<file path="src/rtl/lscd_pkg.sv">
// ----------------------------------------------------------------------------
// lscd_pkg
// Shared constants, types and tables for the laser scan cluster detector.
// ----------------------------------------------------------------------------
package lscd_pkg;

	// Sizes
	localparam int MAX_CLUSTER   = 256;
	localparam int IDX_W         = $clog2(MAX_CLUSTER);
	localparam int CNT_W         = IDX_W + 1;
	localparam int ADDR_W        = IDX_W + 1;
	localparam int RAM_DEPTH     = 2 * MAX_CLUSTER;
	localparam int RANGE_BITS    = 16;
	localparam int ANGLE_BITS    = 16;
	localparam int PHASE_BITS    = 24;
	localparam int CORDIC_STEPS  = 24;
	localparam int COORD_W       = 17;
	localparam int POINT_W       = 2 * COORD_W;
	localparam int SUM_W         = 25;
	localparam int CFG_INDEX_W   = 8;
	localparam int CFG_DATA_W    = 32;

	localparam logic signed [33:0] CORDIC_GAIN = 34'sd652032873;

	// Register indexes
	localparam logic [CFG_INDEX_W-1:0] REG_JUMP_LIMIT     = 8'd0;
	localparam logic [CFG_INDEX_W-1:0] REG_VARIANCE_LIMIT = 8'd1;
	localparam logic [CFG_INDEX_W-1:0] REG_RANGE_FLOOR    = 8'd2;
	localparam logic [CFG_INDEX_W-1:0] REG_RANGE_CEILING  = 8'd3;
	localparam logic [CFG_INDEX_W-1:0] REG_START_ANGLE    = 8'd4;
	localparam logic [CFG_INDEX_W-1:0] REG_ANGLE_STEP     = 8'd5;

	typedef struct packed {
		logic [15:0] jump_limit_mm;
		logic [31:0] variance_limit_mm2;
		logic [15:0] range_floor_mm;
		logic [15:0] range_ceiling_mm;
		logic [15:0] start_angle;
		logic [15:0] angle_step;
	} cfg_t;

	// Closed cluster handed from front to back
	typedef struct packed {
		logic                    eval;
		logic                    bank;
		logic [CNT_W-1:0]        n;
		logic signed [SUM_W-1:0] sum_x;
		logic signed [SUM_W-1:0] sum_y;
		logic                    item_end;
		logic                    is_end;
	} cmd_t;

	// Bank handed back to the front
	typedef struct packed {
		logic valid;
		logic bank;
	} rel_t;

	typedef enum logic [3:0] {
		F_IDLE, F_BAD, F_ROT, F_MUL, F_RND, F_DIST, F_CMP, F_SPLIT, F_PUSH, F_END
	} front_state_t;

	typedef enum logic [3:0] {
		B_IDLE, B_START, B_DIV, B_RD, B_DIFF, B_SQ, B_SQI, B_SQRT, B_ACC, B_VSQ,
		B_MEANL, B_LIM, B_DEC, B_POST, B_FIN
	} back_state_t;

	// Arctangent per step, 1/2^24 turn
	function automatic logic signed [25:0] cordic_atan(input logic [4:0] i);
		logic signed [25:0] a;
		case (i)
			5'd0:  a = 26'sd2097152;
			5'd1:  a = 26'sd1238021;
			5'd2:  a = 26'sd654136;
			5'd3:  a = 26'sd332050;
			5'd4:  a = 26'sd166669;
			5'd5:  a = 26'sd83416;
			5'd6:  a = 26'sd41718;
			5'd7:  a = 26'sd20860;
			5'd8:  a = 26'sd10430;
			5'd9:  a = 26'sd5215;
			5'd10: a = 26'sd2608;
			5'd11: a = 26'sd1304;
			5'd12: a = 26'sd652;
			5'd13: a = 26'sd326;
			5'd14: a = 26'sd163;
			5'd15: a = 26'sd81;
			5'd16: a = 26'sd41;
			5'd17: a = 26'sd20;
			5'd18: a = 26'sd10;
			5'd19: a = 26'sd5;
			5'd20: a = 26'sd3;
			5'd21: a = 26'sd1;
			5'd22: a = 26'sd1;
			default: a = 26'sd0;
		endcase
		return a;
	endfunction

endpackage

</file>
<file path="src/rtl/lscd_queue.sv">
// ----------------------------------------------------------------------------
// lscd_queue
// Two entry queue of closed clusters between front and back.
// ----------------------------------------------------------------------------
module lscd_queue import lscd_pkg::*; (
	input  logic clk,
	input  logic arst_n,
	input  logic push,
	input  cmd_t push_cmd,
	output logic full,
	input  logic pop,
	output cmd_t head,
	output logic empty
);

	cmd_t       entry_q [2];
	logic       wr_ptr_q;
	logic       rd_ptr_q;
	logic [1:0] cnt_q;

	assign full  = (cnt_q == 2'd2);
	assign empty = (cnt_q == 2'd0);
	assign head  = entry_q[rd_ptr_q];

	// pointers and fill level
	always_ff @(posedge clk or negedge arst_n) begin
		if (!arst_n) begin
			wr_ptr_q <= 1'b0;
			rd_ptr_q <= 1'b0;
			cnt_q    <= 2'd0;
		end else begin
			if (push) wr_ptr_q <= ~wr_ptr_q;
			if (pop)  rd_ptr_q <= ~rd_ptr_q;
			if (push && !pop) cnt_q <= cnt_q + 2'd1;
			else if (pop && !push) cnt_q <= cnt_q - 2'd1;
		end
	end

	// entries
	always_ff @(posedge clk) begin
		if (push) entry_q[wr_ptr_q] <= push_cmd;
	end

endmodule

</file>
<file path="config.mk">
export PLATFORM = sky130hd
export DESIGN_NAME = lscd_queue
export DESIGN_NICKNAME = d
export VERILOG_FILES = /design/src/rtl/lscd_pkg.sv /design/src/rtl/lscd_queue.sv
export SDC_FILE = /design/constraint.sdc
export NUM_CORES = 1
export LEC_CHECK = 0
export ABC_AREA = 1
export BUFFER_PORTS_ARGS = -buffer_cell sky130_fd_sc_hd__buf_2
export CAP_MARGIN = 20
export CELL_PAD_IN_SITES_DETAIL_PLACEMENT = 1
export CELL_PAD_IN_SITES_GLOBAL_PLACEMENT = 1
export CORE_MARGIN = 2
export CORE_UTILIZATION = 44
export DETAILED_ROUTE_END_ITERATION = 6
export PLACE_DENSITY_LB_ADDON = 0.05
export SKIP_LAST_GASP = 1
export SYNTH_ARGS = -nofsm -noshare
export SYNTH_HDL_FRONTEND = slang
export SYNTH_SLANG_ARGS = --single-unit
</file>
<file path="constraint.sdc">
create_clock -name clk -period 3.9 [get_ports clk]
set_input_delay 0.39 -clock clk [delete_from_list [all_inputs] [get_ports clk]]
set_output_delay 0.39 -clock clk [all_outputs]
set_load 0.1 [all_outputs]
</file>
* Word-level counts from Yosys, hierarchy flattened *
Memory sizes are Yosys's and may differ from the RTL's.
Cells that the tools add are included.

storage, ports and cells
  bits in registers = 4
  bits in writable memories = 126
  output and inout port bits = 65
  word-level logic and storage cells = 19
  memories kept = 1

cells by class
  add/subtract/negate cells = 2
  equality and inequality tests = 1
  muxes and demuxes = 4
  bitwise operators = 2
  reductions and logical operators = 6

memories
  name     depth  bits a word  rd ports  clocked after memory_dff  write ports  line              text
  entry_q  2      63           1         0                         1            lscd_queue.sv:16  cmd_t entry_q [2];

operator list
  cell                                              count
  2-to-1 mux 2 bit                                  2
  adder 2 x 1 -> 2 bit, second input constant       1
  == test 2 bit, second input constant              1
  logical AND 1 bit                                 2
  logical NOT 1 bit                                 2
  logical NOT 2 bit                                 1
  2-to-1 mux 1 bit                                  2
  inverter 1 bit                                    2
  nonzero test 2 bit                                1
  subtractor 2 x 1 -> 2 bit, second input constant  1

* Logic depth before layout (Yosys ltp) *
  word-level depth = 4
  mapped depth = 7
  gate-level depth less buffers = 7

* Worst setup path before layout *
No wires, ideal clock.

  path kind = input -> register
  start point = in push
  end point = mem entry_q[0][0] in the netlist's numbering, enable pin
  library setup time = 0.486 ns
  arrival = 3.072 ns
  required time = 3.414 ns
  path slack = 0.342 ns
  cell stages on the path = 2
  buffers on the path = 0
  cells stage by stage = inv_1 -> nor2_1

on the way
  longest elaborated chain between the ends = 2

ends and longest elaborated chain
  item                                    line              text
  from (decl)                             lscd_queue.sv:8   input logic push,
  2-to-1 mux 1 bit                        lscd_queue.sv:41  if (push) entry_q[wr_ptr_q] <= push_cmd;
  2-to-1 mux 1 bit (implied by the code)  lscd_queue.sv:41
  to (decl)                               lscd_queue.sv:16

Every way passes these cells.

==> reports/results.txt <==
Outcome -> complete, no violations
Router iterations before antenna repair -> 4
Setup Skew -> 0.00668 ns
R2r endpoint -> entry_q[1][29]
Final HPWL DP -> 6000 µm
Site row count -> 39
R2R cell count -> 3
Most frequent cells in the layout -> buf_2 (131), edfxtp_1 (126), mux2_4 (59)
CP required -> 3.51 ns
Critical Path Sink Type -> output port
Cells after Synth -> 221
Antenna-violating nets left -> 0
Max Fclk -> 366 MHz
Vias in the first global route -> 2708
Met2 WL post-DR -> 4760 µm
Fin crit share -> 0.701
Unrepaired setup endpoints after global routing -> false
Synth Area per Inst -> 22.9 µm²
Worst setup path start -> rd_ptr_q
RePlAce Congestion -> 0.681
CTS resizes -> 0
Final hold vios -> 0
CP Launch Type -> flop
Crit path kind -> reg2out
Unique masters post-synth -> 14
CP cell instances -> buf_4 > mux2_4 > buf_2
HP Start -> push_cmd[54]
Clock Tree Root -> clkbuf_16
DR WL/cell -> 17.3 µm
Htree depth -> 4
Area Overhead vs Synth -> 26.8%
Reg clk slew, reported paths -> 0.05 ns
1st-iter DRT viols -> 69
Max-slew headroom -> 0.366
Clock Path Buffers -> 2
CP max stage delay -> 0.90 ns
Vias per cell -> 4.67
Worst r2r src -> wr_ptr_q
Final wirelength -> 9080 µm
Synth warn -> 0
Sequential area share after synthesis -> 0.769
CP max FO -> 39
Final worst-path setup slack -> 1.17 ns
Die ar. -> 0.0124 mm²
CORE AREA -> 0.0113 mm²
Initial antenna violation count -> 0
CTS tree -> built
Worst-margin pin slew -> 0.950 ns
GRT overflow -> 0
Clock sink count -> 130
Io pins -> 132
Fillers -> 1034
Syn Std Cell Area -> 0.00505 mm²
M1 WL -> 3630 µm
Max Slew Vio Count -> 0
DR vias -> 2457
Max Cap Viol -> 0
Critical path destination -> head[51]
Number of buffers added for setup after CTS -> 0
Uppermost routed layer -> met4
Total GRT Usage -> 0.158
Ant diodes -> 0
Final min period -> 2.73 ns
# setup viols final -> 0
Die Height -> 111 µm
Synth Register Bits -> 130
Synth Net Count -> 289
Metal3 WL -> 550 µm
Share of the synthesized area in the top cell type -> 0.749
CP max stage cell -> dfrtp_4
Fin Setup TNS -> 0 ns
Drt drc -> 0
Initial Utilization -> 0.446
Reg2reg setup slack -> 2.00 ns
Number of port buffers -> 131
Final #Nets -> 438
Cell taking the most area after synthesis -> edfxtp_1
Worst path arrival time -> 2.34 ns
Global-route wire length before repair -> 14500 µm
Top post-synthesis cells by area -> edfxtp_1 (75%), mux2_4 (18%), buf_12 (2.4%), dfrtp_1 (2.0%), mux2_2 (0.89%)
Most common cell after layout, fill and taps aside -> buf_2
Worst slack, placed -> 1.55 ns
Largest net degree at the start of global routing -> 42
Share of cells above drive strength 1 -> 0.595
TritonCTS Buffers -> 17
Chip Width -> 111 µm
Clock latency on the worst-skew pair -> 0.40 ns
Hold Crit Class -> in2reg
==> synthesized netlist by cell type (all sizes together) <==
cell	n
nand4	1
inv	7
nor2	3
mux2	63
dfrtp	4
nand3	1
xor2	2
buf	7
ha	1
edfxtp	126
xnor2	1
nand2	5
==> kinds of logic after synthesis <==
logic type    after synthesis  synth area share
fa+ha+maj                   1           0.00248
simple gates               10           0.00817
buf+inv                    14            0.0312
mux                        63             0.184
flops                     130             0.769
xor+xnor                    3           0.00520
==> sequential cells by signal, indices dropped and copies added, names as in the netlist <==
| signal | count |
|---|---|
| entry_q | 126 |
| cnt_q | 2 |
| wr_ptr_q | 1 |
| rd_ptr_q | 1 |
==> cell type report <==
type,count,area [µm²],area share
Sequential cell,130,3890,0.607
Multi-Input combinational cell,77,1020,0.159
Timing Repair Buffer,137,716,0.112
Clock buffer,26,499,0.0779
Tap cell,143,179,0.0279
Clock inverter,6,81.3,0.0127
Inverter,7,26.3,0.00410
==> worst min-delay path by stage <==
stage	endpoint	slack [ns]	cells past startpoint
after floorplan	cnt_q[0]	0.09	0
after global placement	cnt_q[1]	0.20	1
after detailed placement	cnt_q[1]	0.21	1
after CTS	entry_q[0][13]	0.15	1
after global routing	entry_q[0][0]	0.15	1
final	entry_q[1][54]	0.17	1
==> critical path: cells and delay by family (launching register included) <==
family / cells / cell delay, ns
multiplexers: 1 / 0.21
buffers and inverters: 2 / 0.82
flip-flops: 1 / 0.90
==> metrics by stage <==
stage | cells | hold slack, ns | instance area, µm² | util
final | 526 | 0.173 | 6410 | 0.566
after global routing | 526 | 0.153 | 6410 | 0.566
after CTS | 526 | 0.153 | 6410 | 0.566
after detailed placement | 493 | 0.206 | 5820 | 0.514
after global placement | 493 | 0.204 | 5820 | 0.514
after floorplan | 221 | 0.0944 | 5050 | -
==> layer usage <==
metal / track usage / vias up
li1: - / 1160
met1: 0.182 / 1210
met2: 0.262 / 76
met3: 0.0569 / 11
met4: 0.0765 / 0
met5: 0 / -
==> what timing repair did <==
action / CTS / global route
hold endpoints to repair: 4 / 0
setup endpoints to repair: 0 / 0
hold buffers: 1 / 0
Power is not shown: default switching activity piles up to over one toggle a cycle in this logic, so the estimate is an artifact.
