**config.mk**
```make
export PLATFORM = sky130hd
export DESIGN_NAME = lscd_ram
export DESIGN_NICKNAME = d
export VERILOG_FILES = /design/src/rtl/lscd_ram.sv
export SDC_FILE = /design/constraint.sdc
export NUM_CORES = 1
export LEC_CHECK = 0
export ABC_AREA = 0
export BUFFER_PORTS_ARGS = -buffer_cell sky130_fd_sc_hd__buf_2
export CAP_MARGIN = 40
export CORE_MARGIN = 4
export CORE_UTILIZATION = 40
export DETAILED_ROUTE_END_ITERATION = 7
export SLEW_MARGIN = 10
export SYNTH_ARGS = -nofsm -noshare
export SYNTH_HDL_FRONTEND = slang
export SYNTH_SLANG_ARGS = --single-unit
```
**constraint.sdc**
```tcl
create_clock -name clk -period 1.6 [get_ports clk]
set_input_delay 0.08 -clock clk [delete_from_list [all_inputs] [get_ports clk]]
set_output_delay 0.08 -clock clk [all_outputs]
set_load 0.02 [all_outputs]
```
**src/rtl/lscd_ram.sv**
```systemverilog
// ----------------------------------------------------------------------------
// lscd_ram
// Generic single write, single read RAM with registered read data.
// ----------------------------------------------------------------------------
module lscd_ram #(
	parameter int WIDTH = 8,
	parameter int DEPTH = 16
) (
	input  logic                     clk,
	input  logic                     we,
	input  logic [$clog2(DEPTH)-1:0] waddr,
	input  logic [WIDTH-1:0]         wdata,
	input  logic [$clog2(DEPTH)-1:0] raddr,
	output logic [WIDTH-1:0]         rdata
);

	logic [WIDTH-1:0] mem_q [DEPTH];

	always_ff @(posedge clk) begin
		if (we) begin
			mem_q[waddr] <= wdata;
		end
		rdata <= mem_q[raddr];
	end

endmodule

```
=== Word level (Yosys, flattened, before mapping) ===
Memory sizes are Yosys's and may differ from the RTL's. A register that Yosys moved wholly into a read port is not among the register bits.
Cells that the tools add are included.

* Flip-flop bits (word level): 0
* Bits in latches: 0
* RAM bits: 128
* Memory bits (read-only): 0
* Output and inout port bits: 8
* Memories: 1

{| class="wikitable"
|+ Memories
! memory !! depth !! width !! rd ports !! clocked after memory_dff !! write ports !! line !! text
|-
| mem_q || 16 || 8 || 1 || 1 || 1 || 17 || <nowiki>logic [WIDTH-1:0] mem_q [DEPTH];</nowiki>
|}

* Add/sub/neg operators: 0
* Multipliers: 0
* Div/mod/pow operators: 0
* $lt $le $gt $ge: 0
* Equal/unequal tests: 0
* Shift-type cells: 0
* Muxes and demuxes: 2
* Bitwise gates (word level): 0
* Reductions and logical operators: 0

{| class="wikitable"
|+ Operators by type and width
! cell !! count
|-
| 1-bit two-way mux || 2
|}

=== Logic depth before layout (Yosys ltp) ===
Gate-level depths: netlist (run 1).

* Depth after elaboration: 2
* Depth in mapped cells: 5

=== Worst setup path before layout (run 1) ===
OpenSTA, ideal clock, no wires.

* Kind: in2reg
* Start: in waddr[2]
* End: mem mem_q[0][0] (enable)
* Library setup time: 0.383 ns
* Data arrival time: 1.190 ns
* Slack: 0.027 ns
* Stages on the path: 2
* Path buffers: 0
* Cells stage by stage: or3b_2 nor3_1

{| class="wikitable"
|+ RTL lines
! item !! line !! text
|-
| start: declaration || 11 || <nowiki>input logic [$clog2(DEPTH)-1:0] waddr,</nowiki>
|-
| end: declaration || 17 ||
|}

Straight into the memory's write port.

==> summary.md, run 1 <==
| Metric | Value |
|---|---|
| Status | `finished, final reports clean` |
| CTS Buffer Depth | `2` |
| Final setup viols | `0` |
| Crit-path max cell delay | `0.54 ns` |
| Mapped Cells | `229` |
| RSZ-0062 raised after global routing | `false` |
| Clk_skew | `0.00779 ns` |
| Syn. warnings | `0` |
| Ys flop type | `edfxtp_1` |
| Crit path kind | `reg -> reg` |
| GP Congestion | `0.703` |
| Min Clock Period, post-route | `1.37 ns` |
| Fmax | `728 MHz` |
| Clock Tree Root | `clkbuf_16` |
| CTS tree | `done` |
| CP max FO | `1` |
| Critical path data arrival time | `1.66 ns` |
| Global route overflow | `0` |
| Clk_lat worst skew | `0.41 ns` |
| Global-route wire length before repair | `15.1 mm` |
| ANT nets after route | `0` |
| Yosys cell types | `19` |
| CP required | `1.88 ns` |
| Crit-path slowest cell | `mux4_1` |
| Layout Area Growth over Synthesis | `19.6%` |
| Initial Util | `40.8%` |
| CP cell instances | `mux4_1, a22oi_1, nand2_1` |
| Routed Wire Length | `9.62 mm` |
| Leak | `0.00208 uW` |
| Via Count | `2,408` |
| DR pass1 iterations | `4` |
| Vias in the first global route | `2,514` |
| Crit start category | `flip-flop` |
| Post-CTS Resized | `0` |
| Die W | `121 um` |
| Synth Register Bits | `136` |
| Syn_nets | `247` |
| Final Hold Fails | `0` |
| Least-Margin Pin Slew | `0.604 ns` |
| Fill cell count | `1,082` |
| Relative max-transition margin | `59.6%` |
| # diodes | `0` |
| Clk sink count | `136` |
| Largest net degree at the start of global routing | `33` |
| Hold slack | `0.0591 ns` |
| Post-CTS Hold Fix Bufs | `0` |
| Max-cap viol count | `0` |
| Asr flop ratio synth | `0%` |
| H-tree depth | `4` |
| NumNets Final | `302` |
| DPL Wire Length | `6.26 mm` |
| Max Transition Viols Final | `0` |
| R2R Setup Slk | `0.23 ns` |
| Setup_tns | `0 ns` |
| Chip height | `121 um` |
| Final cell utilization of the core | `48.8%` |
| Vias per inst | `5.13` |
| Post-DR wirelength/cell | `20.5 um` |
| DRC violations left | `0` |
| Syn_area_per_cell | `22.5 um^2` |
| Post-CTS Setup Bufs | `0` |
| CTS Buf Count | `17` |
| Ratio of cells with drive above 1 in the final layout | `32.0%` |
| Row count | `41` |
| Worst Setup End Kind | `flip-flop` |
| Min-Delay Path Class | `in -> reg` |
| Post-synthesis cell area | `5150 um^2` |
| Sequential element share of the synthesized area | `77.8%` |
| Die area | `14,700 um^2` |
| Post-synth EDFFs | `128` |
| Worst VDD drop | `0.000726 V` |
| Initial antenna violation count | `0` |
| Total track usage | `14.5%` |
| Reg clk slew, reported paths | `0.06 ns` |
| Placed cell count | `437` |
| Final period utilization | `85.8%` |
| Core area | `12,600 um^2` |
| PD cells | `1310 nW/um^2` |
| Post-route insts no fill | `469` |
| Port bufs | `25` |
| I/O pin count | `26` |
| DRT iter0 DRCs | `220` |
-- cell type report --
type                            instances  area [um^2]  area share [%]
Timing Repair Buffer                   46          308            5.00
Multi-Input combinational cell         83         1060            17.2
Clock buffer                           19          443            7.19
Clock inverter                         13          130            2.11
Sequential cell                       136         4000            65.0
Tap cell                              172          215            3.50
-- critical path: cells and delay by family (launching register included) --
family | cells | cell delay (ns)
muxes | 1 | 0.54
DFF | 1 | 0.35
AOI/OAI and AO/OA | 1 | 0.28
and+or+nand+nor | 1 | 0.08
-- logic make-up after synthesis --
logic type | after synthesis | synth area share [%]
multiplexers | 32 | 15.0
AND/OR/NAND/NOR | 35 | 3.18
buffers and inverters | 10 | 1.68
flip-flops | 136 | 77.8
AO/OA/AOI/OAI | 16 | 2.33
-- metrics by stage --
step                total power [uW]  cell area [um^2]  worst slack [ns]
global route                    8400              6160             0.106
global placement                4470              5580           -0.0243
finish                          8090              6160             0.227
detailed placement              4480              5580           -0.0140
floorplan                       4310              5150            0.0271
CTS                             8170              6160             0.201
-- where the power goes --
part           switching (uW)  total, uW  internal, uW
logic                     232        396           164
registers                19.7       4000          3980
clock network            1380       3690          2320
-- worst paths after layout --
path / from / to / cells after the start
min reg2reg: mem_q[15][0] / rdata[0] / 3
max reg2reg: mem_q[5][1] / rdata[1] / 3
min: wdata[5] / mem_q[5][5] / 1
max: mem_q[5][1] / rdata[1] / 3
-- state kept, by name, indices dropped and copies added (netlist names) --
name / cells
rdata: 8
mem_q: 128
-- per-layer routing --
layer	up-vias	GRT usage (%)	part of all wire (%)
li1	1085	-	-
met1	1274	19.5	45
met2	42	22.7	51
met3	7	3.82	3.3
met4	0	5.67	1.1
met5	-	0	0
-- cell usage in the layout, fill, tap and decap left out, drive strengths merged --
master / count
edfxtp: 128
buf: 46
mux4: 32
clkbuf: 19
a22oi: 16
nor2: 13
nand2: 9
dfxtp: 8
clkinvlp: 5
clkinv: 5
nor3: 4
nand3b: 2
nand2b: 2
bufinv: 2
nor2b: 1
and2: 1
and2b: 1
nand3: 1
or3b: 1
inv: 1
-- Yosys cell counts (2+ instances only) --
library cell | n | share of area, %
nand3b_1 | 2 | 0.29
mux4_2 | 18 | 7.9
nor3_1 | 4 | 0.39
dfxtp_1 | 8 | 3.1
edfxtp_1 | 128 | 75
nor2_1 | 13 | 0.95
nand2_1 | 9 | 0.66
mux4_1 | 14 | 7.1
nand2b_1 | 2 | 0.24
clkdlybuf4s25_2 | 3 | 0.58
buf_2 | 3 | 0.29
a22oi_1 | 16 | 2.3
buf_6 | 3 | 0.66
Note: power is estimated with default switching activity, not from simulation.
==> run 2, diff against run 1 <==
--- a/config.mk
+++ b/config.mk
@@ -11,6 +11,7 @@
 export CORE_MARGIN = 4
 export CORE_UTILIZATION = 40
 export DETAILED_ROUTE_END_ITERATION = 7
+export RECOVER_POWER = 25
 export SLEW_MARGIN = 10
 export SYNTH_ARGS = -nofsm -noshare
 export SYNTH_HDL_FRONTEND = slang
==> constraint.sdc (replaced) <==
create_clock -name clk -period 1.6 [get_ports clk]
set_input_delay 0.4 -clock clk [delete_from_list [all_inputs] [get_ports clk]]
set_output_delay 0.4 -clock clk [all_outputs]
set_load 0.02 [all_outputs]
==> run 2 against run 1 <==
  * Core utilization is 1.2 points higher
  * Global-route usage hardly changed
  * Flip-flop and latch count stayed put
  * Count of clock-buffer cells in the layout stayed put
  * Clock skew is 0.00091 ns lower
  * Die area stayed put
  * First-iteration DRC count is 15% lower
  * Non-clock buffer count is 8 higher
  * Register-to-register slack worse by 0.06 ns
  * Sequential power hardly changed
  * Critical path depth is 3 higher
==> summary.md, run 2 (synthesis results as in run 1) <==
| Metric | Value |
|---|---|
| DR pass1 iterations | `4 (unchanged)` |
| CTS tree | `done (unchanged)` |
| Largest registers | `mem_q x128, rdata x8 (unchanged)` |
| Final period utilization | `91.4% (was 85.8%)` |
| M1 WL | `4.42 mm (was 4.32 mm)` |
| Tot Pwr | `8440 uW (was 8090 uW)` |
| CP required | `1.89 ns (was 1.88 ns)` |
| Row count | `41 (unchanged)` |
| Chip height | `121 um (unchanged)` |
| Placement Setup Slack | `-0.303 ns (was -0.0140 ns)` |
| Clk sink count | `136 (unchanged)` |
| Post-CTS Hold Fix Bufs | `0 (unchanged)` |
| Critical path data arrival time | `1.75 ns (was 1.66 ns)` |
| Final setup margin | `0.138 ns (was 0.227 ns)` |
| Post-CTS Resized | `0 (unchanged)` |
| Largest register FFs | `128 (unchanged)` |
| Initial antenna violation count | `0 (unchanged)` |
| ANT nets after route | `0 (unchanged)` |
| Reg clk slew, reported paths | `0.06 ns (about the same)` |
| Final setup viols | `0 (unchanged)` |
| Setup_tns | `0 ns (unchanged)` |
| Max Transition Viols Final | `0 (unchanged)` |
| Most frequent cells in the layout | `128 x edfxtp_1, 23 x buf_4, 20 x buf_2 (was 128 x edfxtp_1, 25 x buf_2, 19 x buf_4)` |
| Status | `finished, final reports clean (unchanged)` |
| Port bufs | `25 (unchanged)` |
| Met2 wire len | `4.78 mm (was 4.88 mm)` |
| Largest reg by FF count | `mem_q (unchanged)` |
| CTS Buf Count | `17 (unchanged)` |
| Clk_lat worst skew | `0.41 ns (about the same)` |
| Post-placement cell area | `5700 um^2 (was 5580 um^2)` |
| Least-Margin Pin Slew | `0.746 ns (was 0.604 ns)` |
| DRT iter0 DRCs | `186 (was 220)` |
| Die area | `14,700 um^2 (unchanged)` |
| Total track usage | `14.5% (about the same)` |
| RSZ-0062 raised after global routing | `false (unchanged)` |
| Crit start category | `input port (was flip-flop)` |
| Final Hold Fails | `0 (unchanged)` |
| NumNets Final | `310 (was 302)` |
| CTS Buffer Depth | `2 (unchanged)` |
| Most common cell after layout, fill and taps aside | `edfxtp_1 (unchanged)` |
| Clock Tree Root | `clkbuf_16 (unchanged)` |
| Initial Util | `40.8% (unchanged)` |
| Routed Wire Length | `9.68 mm (was 9.62 mm)` |
| Final cell utilization of the core | `50.0% (was 48.8%)` |
| Global-route wire length before repair | `15.2 mm (was 15.1 mm)` |
| Post-CTS Setup Bufs | `0 (unchanged)` |
| PD cells | `1340 nW/um^2 (was 1310 nW/um^2)` |
| Core area | `12,600 um^2 (unchanged)` |
| Layout Area Growth over Synthesis | `22.7% (was 19.6%)` |
| Die W | `121 um (unchanged)` |
| Vias in the first global route | `2,541 (was 2,514)` |
| Worst VDD drop | `0.000764 V (was 0.000726 V)` |
| H-tree depth | `4 (unchanged)` |
| Max-cap viol count | `0 (unchanged)` |
| Design area | `6310 um^2 (was 6160 um^2)` |
| GP Congestion | `0.710 (was 0.703)` |
| Min Clock Period, post-route | `1.46 ns (was 1.37 ns)` |
| Leak | `0.00216 uW (was 0.00208 uW)` |
| Worst Setup End Kind | `flip-flop (unchanged)` |
| Min-Delay Path Class | `in -> reg (unchanged)` |
| Relative max-transition margin | `50.1% (was 59.6%)` |
| I/O pin count | `26 (unchanged)` |
| CP max FO | `11 (was 1)` |
| DRC violations left | `0 (unchanged)` |
| Fmax | `684 MHz (was 728 MHz)` |
| Post-DR wirelength/cell | `20.3 um (was 20.5 um)` |
| Clk_skew | `0.00688 ns (was 0.00779 ns)` |
| Crit path kind | `in -> reg (was reg -> reg)` |
| DR top layer | `met4 (unchanged)` |
| DPL Wire Length | `6.36 mm (was 6.26 mm)` |
| Ratio of cells with drive above 1 in the final layout | `32.8% (was 32.0%)` |
| # diodes | `0 (unchanged)` |
| Met3 WL post-DR | `320 um (was 314 um)` |
| Largest net degree at the start of global routing | `20 (was 33)` |
| Via Count | `2,458 (was 2,408)` |
| Vias per inst | `5.15 (was 5.13)` |
| Global route overflow | `0 (unchanged)` |
run 2: metrics by stage:
| step | instances | hold slack [ns] |
|---|---|---|
| floorplan | 229 | 0.499 |
| global placement | 445 | 0.651 |
| detailed placement | 445 | 0.667 |
| CTS | 477 | 0.368 |
| global route | 477 | 0.399 |
| finish | 477 | 0.397 |
run 2: layer usage:
metal  global-route usage (%)  vias up
li1                         -     1103
met2                     22.7       51
met4                     5.67        0
met3                     3.59       13
met5                        0        -
met1                     19.5     1291
run 2: area by class of cell:
class,count,area [um^2]
flip-flops and latches,136,4000
well taps,172,215
fillers,1022,6310
multi-input cells,83,1060
clock inverters,13,178
repair buffers,54,412
clock buffers,19,443
run 2: critical path, stage by stage:
cell and delay [ns]:
buf_2 0.12, buf_12 0.16, buf_12 0.14, mux4_1 0.58
a22oi_1 0.26, nand2_1 0.08
run 2: power breakdown:
group	switching, uW	internal (uW)
combinational	237	187
sequential	20.0	3990
clock	1370	2640
run 2: path summary, 6_finish.rpt:
check	start	to	slack (ns)	cells after the start
worst max-delay path	raddr[0]	rdata[3]	0.14	6
worst min-delay path	wdata[2]	mem_q[13][2]	0.40	1
worst max register to register	mem_q[3][4]	rdata[4]	0.17	3
worst min register to register	mem_q[12][6]	rdata[6]	0.68	3
==> run 3, diff against run 2 <==
--- a/config.mk
+++ b/config.mk
@@ -11,7 +11,7 @@
 export CORE_MARGIN = 4
 export CORE_UTILIZATION = 40
 export DETAILED_ROUTE_END_ITERATION = 7
-export RECOVER_POWER = 25
+export RECOVER_POWER = 50
 export SLEW_MARGIN = 10
 export SYNTH_ARGS = -nofsm -noshare
 export SYNTH_HDL_FRONTEND = slang
==> run 3 against run 2 <==
  * Setup slack improved by 0.0018 ns
  * Wire length increased by 0.90%
  * Die area unchanged
  * Sequential share of layout area increased by 0.11 points
  * Critical path depth unchanged
  * Via count unchanged
  * Worst hold slack improved by 0.13 ns
  * Fmax increased by 0.12%
  * Clock skew increased by 0.0012 ns
  * Count of clock-buffer cells in the layout unchanged
  * Combinational power about the same
  * Clock power about the same
  * Critical path type unchanged
  * Highest routed layer unchanged
==> summary.md, run 3 (synthesis results as in run 1) <==
| Metric | Value |
|---|---|
| Status | `finished, final reports clean (unchanged)` |
| Most frequent cells in the layout | `128 x edfxtp_1, 21 x buf_4, 18 x mux4_2 (was 128 x edfxtp_1, 23 x buf_4, 20 x buf_2)` |
| Largest register FFs | `128 (unchanged)` |
| Final Hold Fails | `0 (unchanged)` |
| Global route overflow | `0 (unchanged)` |
| CP max FO | `11 (unchanged)` |
| Placed cell count | `445 (unchanged)` |
| # diodes | `0 (unchanged)` |
| Crit path kind | `in -> reg (unchanged)` |
| Clk sink count | `136 (unchanged)` |
| Largest registers | `mem_q x128, rdata x8 (unchanged)` |
| Min-Delay Path Class | `in -> reg (unchanged)` |
| Part of the power in registers | `47.4% (was 47.5%)` |
| Largest reg by FF count | `mem_q (unchanged)` |
| Leak | `0.00214 uW (was 0.00216 uW)` |
| DR pass1 iterations | `4 (unchanged)` |
| Setup_tns | `0 ns (unchanged)` |
| Post-route insts no fill | `477 (unchanged)` |
| Psw | `1640 uW (was 1630 uW)` |
| Least-Margin Pin Slew | `0.739 ns (was 0.746 ns)` |
| CTS Buffer Depth | `2 (unchanged)` |
| Max Transition Viols Final | `0 (unchanged)` |
| Ratio of cells with drive above 1 in the final layout | `31.1% (was 32.8%)` |
| CTS Buf Count | `17 (unchanged)` |
| Post-DR wirelength/cell | `20.5 um (was 20.3 um)` |
| Initial Util | `40.8% (unchanged)` |
| Port bufs | `25 (unchanged)` |
| Clk_skew | `0.00805 ns (was 0.00688 ns)` |
| Net Sw Frac | `19.4% (was 19.3%)` |
| Die W | `121 um (unchanged)` |
| PD cells | `1340 nW/um^2 (about the same)` |
| Busiest grt layer | `met2 (unchanged)` |
| Crit start category | `input port (unchanged)` |
| Post-CTS Resized | `0 (unchanged)` |
| Via Count | `2,458 (unchanged)` |
| Final setup viols | `0 (unchanged)` |
| Initial antenna violation count | `0 (unchanged)` |
| Post-CTS Setup Bufs | `0 (unchanged)` |
| P_int | `6810 uW (about the same)` |
| Final setup margin | `0.139 ns (was 0.138 ns)` |
| Worst Setup End Kind | `flip-flop (unchanged)` |
| RSZ-0062 raised after global routing | `false (unchanged)` |
| Worst VDD drop | `0.000766 V (was 0.000764 V)` |
| Met2 GRT Util | `22.7% (unchanged)` |
| CTS tree | `done (unchanged)` |
| Most common cell after layout, fill and taps aside | `edfxtp_1 (unchanged)` |
| Largest net degree at the start of global routing | `20 (unchanged)` |
| Reg clk slew, reported paths | `0.06 ns (about the same)` |
| Vias per inst | `5.15 (unchanged)` |
| Post-CTS Hold Fix Bufs | `0 (unchanged)` |
| I/O pin count | `26 (unchanged)` |
| H-tree depth | `4 (unchanged)` |
| Clock Tree Root | `clkbuf_16 (unchanged)` |
| Met3 Track Usage GR | `3.59% (unchanged)` |
| Hold slack | `0.531 ns (was 0.397 ns)` |
| Row count | `41 (unchanged)` |
| Part of the power in combinational logic | `5.0% (about the same)` |
| NumNets Final | `310 (unchanged)` |
| DPL Wire Length | `6.36 mm (unchanged)` |
| Fmax | `685 MHz (was 684 MHz)` |
| Die area | `14,700 um^2 (unchanged)` |
| Routed Wire Length | `9.77 mm (was 9.68 mm)` |
| Fill cell count | `1,027 (was 1,022)` |
| Core area | `12,600 um^2 (unchanged)` |
| Vias in the first global route | `2,541 (unchanged)` |
| Tot Pwr | `8450 uW (was 8440 uW)` |
| Chip height | `121 um (unchanged)` |
| Max-cap viol count | `0 (unchanged)` |
| DRC violations left | `0 (unchanged)` |
| Total track usage | `14.5% (unchanged)` |
| Global-route wire length before repair | `15.2 mm (unchanged)` |
| Critical path data arrival time | `1.75 ns (about the same)` |
| DRT iter0 DRCs | `191 (was 186)` |
| Clk_lat worst skew | `0.41 ns (about the same)` |
| Clk pwr share | `47.6% (was 47.5%)` |
| M1 GR Usage | `19.5% (unchanged)` |
| Placement Setup Slack | `-0.303 ns (unchanged)` |
| GP Congestion | `0.710 (unchanged)` |
| Final period utilization | `91.3% (was 91.4%)` |
| Min Clock Period, post-route | `1.46 ns (about the same)` |
| Relative max-transition margin | `50.6% (was 50.1%)` |
| Layout Area Growth over Synthesis | `22.4% (was 22.7%)` |
| ANT nets after route | `0 (unchanged)` |
| CP required | `1.89 ns (about the same)` |
[run 3: stage by stage]
stage | area (um^2) | util, %
global route | 6300 | 49.9
finish | 6300 | 49.9
global placement | 5700 | 45.2
floorplan | 5150 | -
CTS | 6320 | 50.1
detailed placement | 5700 | 45.2
[run 3: power by group through the flow]
stage                     Clock, uW  Combinational, uW  Sequential, uW
after global routing           4250                459            4010
after CTS                      4080                435            4010
after floorplan                   0                202            4100
after detailed placement          0                434            4080
final                          4020                423            4010
after global placement            0                430            4070
[run 3: worst max-delay path, stage by stage]
cell,delay [ns]
buf_2,0.13
buf_12,0.16
buf_12,0.14
mux4_1,0.54
a22oi_1,0.29
nand2_1,0.08
[run 3: cell type report]
cell class	count	area (um^2)	area share (%)
flip-flops and latches	136	4000	63.5
multi-input cells	83	1060	16.9
clock inverters	13	178	2.82
clock buffers	19	443	7.03
well taps	172	215	3.41
repair buffers	54	400	6.35
[run 3: path summary, 6_finish.rpt]
path,slack [ns],end,startpoint,cells after the start
setup / recovery,0.14,rdata[3],raddr[0],6
hold / removal,0.53,mem_q[7][7],wdata[7],1
setup reg to reg,0.17,rdata[4],mem_q[3][4],3
hold reg to reg,0.68,rdata[6],mem_q[12][6],3
[run 3: layer usage]
layer  vias to the layer above  share of wire (%)
li1                       1103                  -
met1                      1291                 46
met2                        51                 49
met3                        13                3.1
met4                         0                1.6
met5                         -                  0
